$ cat src/rtl/ber_pkg.sv
// Shared types and constants for the record deframer.
// No dependencies.
`timescale 1ns / 1ps

package ber_pkg;

  localparam int RECORDS = 4;
  localparam int SAMPLES = 64;

  localparam int WORD_W  = 32;
  localparam int ACT_W   = 3;
  localparam int RIDX_W  = 2;
  localparam int SIDX_W  = 6;
  localparam int STAT_W  = 2;

  localparam int REC_W   = (RECORDS > 1) ? $clog2(RECORDS) : 1;
  localparam int CNT_W   = $clog2(2 * SAMPLES + 1);

  localparam logic [WORD_W-1:0] SIGNATURE_WORD = 32'h4245_5253;

  typedef enum logic [ACT_W-1:0] {
    ACT_NONE = 3'd0,
    ACT_OPEN = 3'd1,
    ACT_MODE = 3'd2,
    ACT_TIME = 3'd3,
    ACT_ERR  = 3'd4
  } action_t;

  typedef enum logic [STAT_W-1:0] {
    ST_OK      = 2'd0,
    ST_RECORDS = 2'd1,
    ST_SAMPLES = 2'd2,
    ST_NOSIG   = 2'd3
  } status_t;

  typedef struct packed {
    logic [WORD_W-1:0] word;
    logic              last_word;
  } in_item_t;

  typedef struct packed {
    action_t           action;
    logic [RIDX_W-1:0] record_index;
    logic [SIDX_W-1:0] sample_index;
    logic [WORD_W-1:0] value;
    status_t           status;
    logic              done_res;
  } res_t;

endpackage

$ cat src/rtl/ber_in_reg.sv
// Input register stage of the record deframer.
// Depends on ber_pkg.
`timescale 1ns / 1ps

module ber_in_reg import ber_pkg::*; (
  input  logic     clk,
  input  logic     rst,
  input  logic     up_valid,
  output logic     up_stall,
  input  in_item_t up_item,
  output logic     dn_valid,
  input  logic     dn_stall,
  output in_item_t dn_item
);

  logic     valid_q;
  logic     valid_q_next;
  in_item_t item_q;
  logic     load;

  assign up_stall     = valid_q & dn_stall;
  assign load         = up_valid & ~up_stall;
  assign valid_q_next = load | (valid_q & dn_stall);

  always_ff @(posedge clk) begin
    if (rst) begin
      valid_q <= 1'b0;
    end else begin
      valid_q <= valid_q_next;
    end
  end

  always_ff @(posedge clk) begin
    if (load) begin
      item_q <= up_item;
    end
  end

  assign dn_valid = valid_q;
  assign dn_item  = item_q;

endmodule

$ cat src/rtl/ber_parse.sv
// Record parser: sticky state and per-word decode of the buffer.
// Depends on ber_pkg.
`timescale 1ns / 1ps

module ber_parse import ber_pkg::*; (
  input  logic     clk,
  input  logic     rst,
  input  logic     fire,
  input  in_item_t item,
  output res_t     res
);

  logic             have_record;
  logic             have_record_next;
  logic [REC_W-1:0] current_record;
  logic [REC_W-1:0] current_record_next;
  logic             expect_mode;
  logic             expect_mode_next;
  logic [CNT_W-1:0] sample_count;
  logic [CNT_W-1:0] sample_count_next;
  status_t          failed_code;
  status_t          failed_code_next;
  logic [CNT_W-1:0] err_offset;

  assign err_offset = sample_count - CNT_W'(SAMPLES);

  always_comb begin
    have_record_next    = have_record;
    current_record_next = current_record;
    expect_mode_next    = expect_mode;
    sample_count_next   = sample_count;
    failed_code_next    = failed_code;
    res                 = '0;
    res.action          = ACT_NONE;

    if (failed_code == ST_OK) begin
      priority if (item.word == SIGNATURE_WORD) begin
        if (have_record && (current_record == REC_W'(RECORDS - 1))) begin
          failed_code_next = ST_RECORDS;
        end else begin
          current_record_next = have_record ? current_record + 1'b1 : '0;
          have_record_next    = 1'b1;
          expect_mode_next    = 1'b1;
          sample_count_next   = '0;
          res.action          = ACT_OPEN;
          res.record_index    = RIDX_W'(current_record_next);
        end
      end else if (!have_record) begin
        failed_code_next = ST_NOSIG;
      end else if (expect_mode) begin
        expect_mode_next = 1'b0;
        res.action       = ACT_MODE;
        res.record_index = RIDX_W'(current_record);
        res.value        = item.word;
      end else if (sample_count >= CNT_W'(2 * SAMPLES)) begin
        failed_code_next = ST_SAMPLES;
      end else begin
        res.record_index = RIDX_W'(current_record);
        res.value        = item.word;
        if (sample_count < CNT_W'(SAMPLES)) begin
          res.action       = ACT_TIME;
          res.sample_index = SIDX_W'(sample_count);
        end else begin
          res.action       = ACT_ERR;
          res.sample_index = SIDX_W'(err_offset);
        end
        sample_count_next = sample_count + 1'b1;
      end
    end

    res.status   = failed_code_next;
    res.done_res = item.last_word;

    if (item.last_word) begin
      have_record_next    = 1'b0;
      current_record_next = '0;
      expect_mode_next    = 1'b0;
      sample_count_next   = '0;
      failed_code_next    = ST_OK;
    end
  end

  always_ff @(posedge clk) begin
    if (rst) begin
      have_record    <= 1'b0;
      current_record <= '0;
      expect_mode    <= 1'b0;
      sample_count   <= '0;
      failed_code    <= ST_OK;
    end else if (fire) begin
      have_record    <= have_record_next;
      current_record <= current_record_next;
      expect_mode    <= expect_mode_next;
      sample_count   <= sample_count_next;
      failed_code    <= failed_code_next;
    end
  end

endmodule

$ cat src/rtl/ber_out_buf.sv
// Result register with skid entry; upstream stall is registered.
// Depends on ber_pkg.
`timescale 1ns / 1ps

module ber_out_buf import ber_pkg::*; (
  input  logic clk,
  input  logic rst,
  input  logic up_valid,
  output logic up_stall,
  input  res_t up_res,
  output logic dn_valid,
  input  logic dn_stall,
  output res_t dn_res
);

  logic head_valid;
  logic skid_valid;
  res_t head;
  res_t skid;
  logic push;
  logic pop;

  assign up_stall = skid_valid;
  assign push     = up_valid & ~skid_valid;
  assign pop      = head_valid & ~dn_stall;

  always_ff @(posedge clk) begin
    if (rst) begin
      head_valid <= 1'b0;
      skid_valid <= 1'b0;
    end else if (pop || !head_valid) begin
      if (skid_valid) begin
        head_valid <= 1'b1;
        skid_valid <= 1'b0;
      end else begin
        head_valid <= push;
      end
    end else if (push) begin
      skid_valid <= 1'b1;
    end
  end

  always_ff @(posedge clk) begin
    if (pop || !head_valid) begin
      if (skid_valid) begin
        head <= skid;
      end else if (push) begin
        head <= up_res;
      end
    end else if (push) begin
      skid <= up_res;
    end
  end

  assign dn_valid = head_valid;
  assign dn_res   = head;

endmodule

$ cat src/rtl/ber_record_deframer_top.sv
// Channel  | handshake          | payload
// input    | in_valid, in_stall | word, last_word
// result   | out_valid, out_stall | action, record_index, sample_index, value, status, done_res
//
// One word per cycle when out_stall is low; results are registered after the input register.
// Throughput is set by the single decode stage between the input and result registers.
// rst is synchronous: it clears the parser state and empties both registers.
// A stalled result is held in the result register and one more in the skid entry;
// in_stall rises only when both are full and a word waits in the input register.
// Top level of the record deframer; depends on ber_pkg, ber_in_reg, ber_parse, ber_out_buf.
`timescale 1ns / 1ps

module ber_record_deframer_top import ber_pkg::*; (
  input  logic              clk,
  input  logic              rst,
  input  logic              in_valid,
  output logic              in_stall,
  input  logic [WORD_W-1:0] word,
  input  logic              last_word,
  output logic              out_valid,
  input  logic              out_stall,
  output logic [ACT_W-1:0]  action,
  output logic [RIDX_W-1:0] record_index,
  output logic [SIDX_W-1:0] sample_index,
  output logic [WORD_W-1:0] value,
  output logic [STAT_W-1:0] status,
  output logic              done_res
);

  in_item_t in_item;
  in_item_t reg_item;
  logic     reg_valid;
  logic     buf_stall;
  logic     fire;
  res_t     parse_res;
  res_t     out_res;

  assign in_item.word      = word;
  assign in_item.last_word = last_word;
  assign fire              = reg_valid & ~buf_stall;

  ber_in_reg u_in_reg (
    .clk      (clk),
    .rst      (rst),
    .up_valid (in_valid),
    .up_stall (in_stall),
    .up_item  (in_item),
    .dn_valid (reg_valid),
    .dn_stall (buf_stall),
    .dn_item  (reg_item)
  );

  ber_parse u_parse (
    .clk  (clk),
    .rst  (rst),
    .fire (fire),
    .item (reg_item),
    .res  (parse_res)
  );

  ber_out_buf u_out_buf (
    .clk      (clk),
    .rst      (rst),
    .up_valid (reg_valid),
    .up_stall (buf_stall),
    .up_res   (parse_res),
    .dn_valid (out_valid),
    .dn_stall (out_stall),
    .dn_res   (out_res)
  );

  assign action       = out_res.action;
  assign record_index = out_res.record_index;
  assign sample_index = out_res.sample_index;
  assign value        = out_res.value;
  assign status       = out_res.status;
  assign done_res     = out_res.done_res;

endmodule

$ cat config.mk
export PLATFORM = sky130hd
export DESIGN_NAME = ber_record_deframer_top
export DESIGN_NICKNAME = d
export VERILOG_FILES = /design/src/rtl/ber_pkg.sv /design/src/rtl/ber_in_reg.sv /design/src/rtl/ber_parse.sv /design/src/rtl/ber_out_buf.sv /design/src/rtl/ber_record_deframer_top.sv
export SDC_FILE = /design/constraint.sdc
export NUM_CORES = 1
export LEC_CHECK = 0
export BUFFER_PORTS_ARGS = -buffer_cell sky130_fd_sc_hd__buf_2
export CAP_MARGIN = 0
export CORE_MARGIN = 1
export CORE_UTILIZATION = 46
export CTS_BUF_LIST = sky130_fd_sc_hd__clkbuf_4 sky130_fd_sc_hd__clkbuf_8
export DETAILED_ROUTE_END_ITERATION = 7
export GPL_TIMING_DRIVEN = 0
export HOLD_SLACK_MARGIN = 0.02
export PLACE_DENSITY_LB_ADDON = 0.05
export SLEW_MARGIN = 20
export SYNTH_ARGS = -nofsm -noshare
export SYNTH_HDL_FRONTEND = slang
export SYNTH_SLANG_ARGS = --single-unit
$ cat constraint.sdc
create_clock -name clk -period 7.65 [get_ports clk]
set_clock_uncertainty 0.1 [all_clocks]
set_input_delay 1.1475 -clock clk [delete_from_list [all_inputs] [get_ports clk]]
set_output_delay 1.1475 -clock clk [all_outputs]
set_load 0.005 [all_outputs]
## After elaboration in Yosys (flattened, before gate mapping)

Cells that the tools add are included.

| cells by class | value |
|---|---|
| add/subtract/negate cells | 3 |
| multipliers | 0 |
| div/mod/pow operators | 0 |
| magnitude comparators | 2 |
| equal/unequal tests | 6 |
| shift operators | 0 |
| muxes and demuxes | 41 |
| bitwise operators | 9 |
| reductions and logical operators | 14 |

Operator list:

| kind | number |
|---|---|
| 43-bit two-way mux | 3 |
| 46-bit two-way mux | 2 |
| 8-bit two-way mux | 7 |
| 38-bit two-way mux | 1 |
| 32-bit by 31-bit equality test with 1-bit output, second input constant | 1 |
| 32-bit two-way mux | 1 |
| 2-bit two-way mux | 12 |
| 6-bit two-way mux | 2 |
| 5-bit two-way mux | 2 |
| 1-bit two-way mux | 9 |
| 8-bit by 1-bit adder with 8-bit output, second input constant | 1 |
| 8-bit greater-or-equal comparator, second input constant | 1 |
| 8-bit by 7-bit less-than comparator with 1-bit output, second input constant | 1 |
| 4-bit AND reduction | 2 |
| 3-bit two-way mux | 2 |
| 3-bit != test, second input constant | 2 |
| 6-bit AND reduction | 1 |
| 2-bit nonzero test | 3 |
| 6-bit by 1-bit subtractor with 6-bit output, second input constant | 1 |
| 1-bit bitwise AND | 4 |
| 1-bit NOT | 4 |
| 2-bit AND reduction | 2 |
| 3-bit by 2-bit != test with 1-bit output, second input constant | 1 |
| 3-bit nonzero test | 1 |
| 9 further kinds | 9 |

| storage, ports and cells | value |
|---|---|
| flip-flop bits (word level) | 142 |
| bits in latches | 0 |
| memory bits (writable) | 0 |
| ROM bits | 0 |
| input bits | 37 |
| output and inout bits | 48 |
| memories kept | 0 |

## Longest topological paths before layout

| depth | value |
|---|---|
| word-level depth | 9 |
| mapped depth | 7 |
| gate-level depth less buffers | 6 |

## By module

A second synthesis with hierarchy kept.

| unflattened totals | value |
|---|---|
| cells, all modules | 358 |
| area, all modules | 5854.4 µm² |

By module, submodules not included:

| module | instances | cells an instance | area an instance (µm²) | sequential area each (µm²) |
|---|---|---|---|---|
| ber_out_buf | 1 | 151 | 3465.8 | 2802.7 |
| ber_parse | 1 | 168 | 1337.5 | 280.3 |
| ber_in_reg | 1 | 38 | 1037.2 | 1011.0 |
| ber_record_deframer_top | 1 | 1 | 13.8 | 0.0 |

## Least setup slack after synthesis

OpenSTA, ideal clock, no wires.

| path | value |
|---|---|
| kind | input-to-reg |
| start | input out_stall |
| end | register u_out_buf.head, in the netlist u_out_buf.dn_res[0] (enable) |
| setup time | 465 ps |
| arrival time | 3420 ps |
| data required time | 7085 ps |
| path slack | 3665 ps |
| stages | 1 |
| buffers on the path | 0 |
| cells stage by stage | a21oi_1 |

| on the way | value |
|---|---|
| longest elaborated chain between the ends | 4 |

RTL lines:

| item | RTL line | source |
|---|---|---|
| from (decl) | ber_record_deframer_top.sv:21 | `input logic out_stall,` |
| 1-bit NOT | ber_out_buf.sv:25 | `assign pop = head_valid & ~dn_stall;` |
| 1-bit bitwise AND | ber_out_buf.sv:25 |  |
| 1-bit logical OR | ber_out_buf.sv:44 | `if (pop \|\| !head_valid) begin` |
| 2-bit AND reduction (no source line) | -- |  |
| to (signal assigned) | ber_out_buf.sv:46 | `head <= skid;` |
| to (signal assigned) | ber_out_buf.sv:48 | `head <= up_res;` |
| to (decl) | ber_out_buf.sv:18 | `res_t head;` |

Every way passes these cells.
A chain may end at the register's enable or synchronous reset.

## Final worst setup path

| path | value |
|---|---|
| start | register u_out_buf.skid_valid, in the netlist u_out_buf.up_stall |
| end | output in_stall |

| on the way | value |
|---|---|
| longest elaborated chain between the ends | 1 |

RTL lines:

| item | RTL line | source |
|---|---|---|
| from (decl) | ber_out_buf.sv:17 | `logic skid_valid;` |
| from (signal assigned) | ber_out_buf.sv:30 | `skid_valid <= 1'b0;` |
| from (signal assigned) | ber_out_buf.sv:34 | `skid_valid <= 1'b0;` |
| from (signal assigned) | ber_out_buf.sv:39 | `skid_valid <= 1'b1;` |
| 1-bit bitwise AND | ber_in_reg.sv:21 | `assign up_stall = valid_q & dn_stall;` |
| to (decl) | ber_record_deframer_top.sv:17 | `output logic in_stall,` |

Every way passes these cells.

==> results.ini <==
[setup_path]
crit_slowest_cell=clkbuf_1
crit_type=reg2out
startpoint_type=register
cp_max_fo=9
crit_family=buffers and inverters
arrival_ns=1.50
worst-path-buf-inv=2
cp.required_ns=6.40
max_stage_delay_ns=0.33
cp_cell_sequence=clkbuf_1 -> and2_1 -> buf_2
cp-end-kind=primary output

[clocking]
cts_sinks=142
cts_tree=done
cts_setup_buffers=0
path_clk_slew_ns=0.08
cts_resized=0
cts_hold_buf=0
cts.path.max_buffers=2
cts-buffers-inserted=17
clk-insertion-delay-late_ns=0.44
htree_levels=4
root_buffer=clkbuf_8

[cells_and_area]
seq_area_um2=4090
diodes=0
nNetsFinal=517
fillers=1005
area_growth_syn_to_layout_pct=22.4
multi_input_comb_area_um2=1550
layout-drive-gt1-share=0.380
stdcell_area_um2=7040

[synth]
synth.distinct_cells=54
syn_nets=410
synth_common_cells=edfxtp_1 (125), mux2_2 (35), and2_1 (21)
ys_seq_area_frac=0.712
syn-cell-area_um2=5750
synth.most_common_cell=edfxtp_1
synth_area_leaders=edfxtp_1 (65%), mux2_2 (6.9%), dfxtp_1 (5.9%), and2_1 (2.3%), and2_4 (1.5%)
yosys_warnings=0
yosys_register_bits=142
yosysTopAreaCell=edfxtp_1
avgSynthCellArea_um2=15.5
syn_inst=370
synth_flop_cell=edfxtp_1
synth_top_area_share=0.653
synth_edf_count=125
synth_async_sr_flop_share=0

[floorplan]
ios=85
row_count=40
die_h_um=114
die_area_um2=13000
core_um2=12100
fp.dieW_um=114
start_util=0.475

[pwr]
vdd_ir_drop_max_mv=0.205
p_int_w=0.00134
pwr-share-comb=0.036
power_density_nw_per_um2=237
seqPwrFrac=0.521
clkPwrFrac=0.443
p_switching_w=0.000328
power.leakage_nw=2.68
p_total_w=0.00167
switching_share=0.196

[timing]
hold_viol_final=0
period_minus_slack_ns=2.75
finalWorstSetupSlack_ns=4.90
worstMarginPinSlew_ns=0.818
setup_violations=0
timing.fmax_mhz=363
slew_headroom=0.455
rsz0062_at_grt=false
slew_viol_final=0
fin_crit_sh=0.360
tns_ns=0

[placed_design]
gp_congestion=0.802
post-place-ws_ns=5.03
io_buffers=83
dp_hpwl_mm=7.29
placed_area_um2=6540

[route]
wl_mm=10.9
drt_iter0_markers=309
wire_per_inst_um=16.6
via_per_inst=5.14
ant_nets=0
drc=0
dr_total_vias=3381
firstDrtPassIters=5

[global_route]
grt-ovfl-total=0
grt_pass1_vias=3335
antenna_found_initial=0
grt_max_degree=23
grt_pass1_wl_mm=17.4
grt_usage=0.185

[worst_hold_path]
hp-class=reg2reg

[flow_run]
cap_violations=0

[outcome]
run_status=finished, final reports clean

-- power by group through the flow --
stage | Clock [W] | Combinational [W] | Sequential, W
floorplan | 0 | 0.0000238 | 0.000888
global placement | 0 | 0.0000515 | 0.000890
detailed placement | 0 | 0.0000609 | 0.000887
CTS | 0.000754 | 0.0000613 | 0.000870
global route | 0.000780 | 0.0000661 | 0.000872
finish | 0.000739 | 0.0000599 | 0.000870
-- routing by layer --
metal	routed length, um	vias to the layer above	GRT usage
met2	4990	100	0.280
met5	0	-	0
met3	602	2	0.0579
li1	-	1635	-
met1	5300	1644	0.251
met4	48	0	0.0693
-- logic make-up (layout without fill, tap and decap cells) --
logic type | Yosys count | in the layout | share of synthesized area
flops | 142 | 142 | 0.712
fa+ha+maj | 3 | 3 | 0.00653
mux | 40 | 40 | 0.0774
compound gates | 41 | 41 | 0.0548
buf+inv | 28 | 148 | 0.0239
simple gates | 116 | 116 | 0.126
-- stage by stage --
| stage | hold WS [ns] | utilization | std cells |
|---|---|---|---|
| after floorplan | 0.324 | - | 370 |
| after global placement | 0.345 | 0.527 | 621 |
| after detailed placement | 0.343 | 0.540 | 626 |
| after CTS | 0.363 | 0.582 | 658 |
| after global routing | 0.373 | 0.582 | 658 |
| final | 0.358 | 0.582 | 658 |
-- cell type report --
type,instances,area share
plain buffers,18,0.0142
clock buffers,17,0.0332
clock inverters,15,0.0380
inverters,10,0.00533
multi-input cells,200,0.220
flip-flops and latches,142,0.581
well taps,168,0.0298
repair buffers,88,0.0785
-- path summary, 6_finish.rpt --
| kind | from | to | slack, ns | cells after the start |
|---|---|---|---|---|
| max reg2reg | u_out_buf.up_stall$_SDFFE_PP0P_ | u_out_buf.dn_res[40]$_DFFE_PP_ | 5.07 | 5 |
| min reg2reg | u_in_reg.dn_item[0]$_DFFE_PP_ | u_out_buf.skid[0]$_DFFE_PP_ | 0.36 | 0 |
| max | u_out_buf.up_stall$_SDFFE_PP0P_ | in_stall | 4.90 | 3 |
| min | u_in_reg.dn_item[0]$_DFFE_PP_ | u_out_buf.skid[0]$_DFFE_PP_ | 0.36 | 0 |
-- cell usage in the layout (no fill, tap or decap), types with 8 or more instances in the layout --
| master | netlist | routed |
|---|---|---|
| edfxtp_1 | 125 | 125 |
| buf_2 | 0 | 83 |
| mux2_2 | 35 | 35 |
| and2_1 | 21 | 21 |
| clkbuf_8 | 1 | 18 |
| nor2_1 | 19 | 18 |
| dfxtp_1 | 17 | 17 |
| nand2_1 | 14 | 14 |
| clkbuf_1 | 13 | 13 |
| inv_1 | 10 | 10 |
| and2_4 | 10 | 10 |
| and3_1 | 8 | 8 |
| a22o_1 | 8 | 8 |
-- flip-flops by register name, indices dropped and copies added, names as in the netlist --
register,count
u_in_reg.dn_item,33
u_in_reg.dn_valid,1
u_out_buf.dn_res,46
u_out_buf.dn_valid,1
u_out_buf.skid,46
u_out_buf.up_stall,1
u_parse.current_record,2
u_parse.expect_mode,1
u_parse.failed_code,2
u_parse.have_record,1
u_parse.sample_count,8
-- worst register-to-register path, stage by stage, from the launching register on --
cell	delay, ns
dfxtp_1	0.31
clkbuf_1	0.33
clkbuf_1	0.56
nor2_1	0.22
a21oi_4	0.51
buf_16	0.23
No activity file was read; power rests on OpenSTA's default activity.
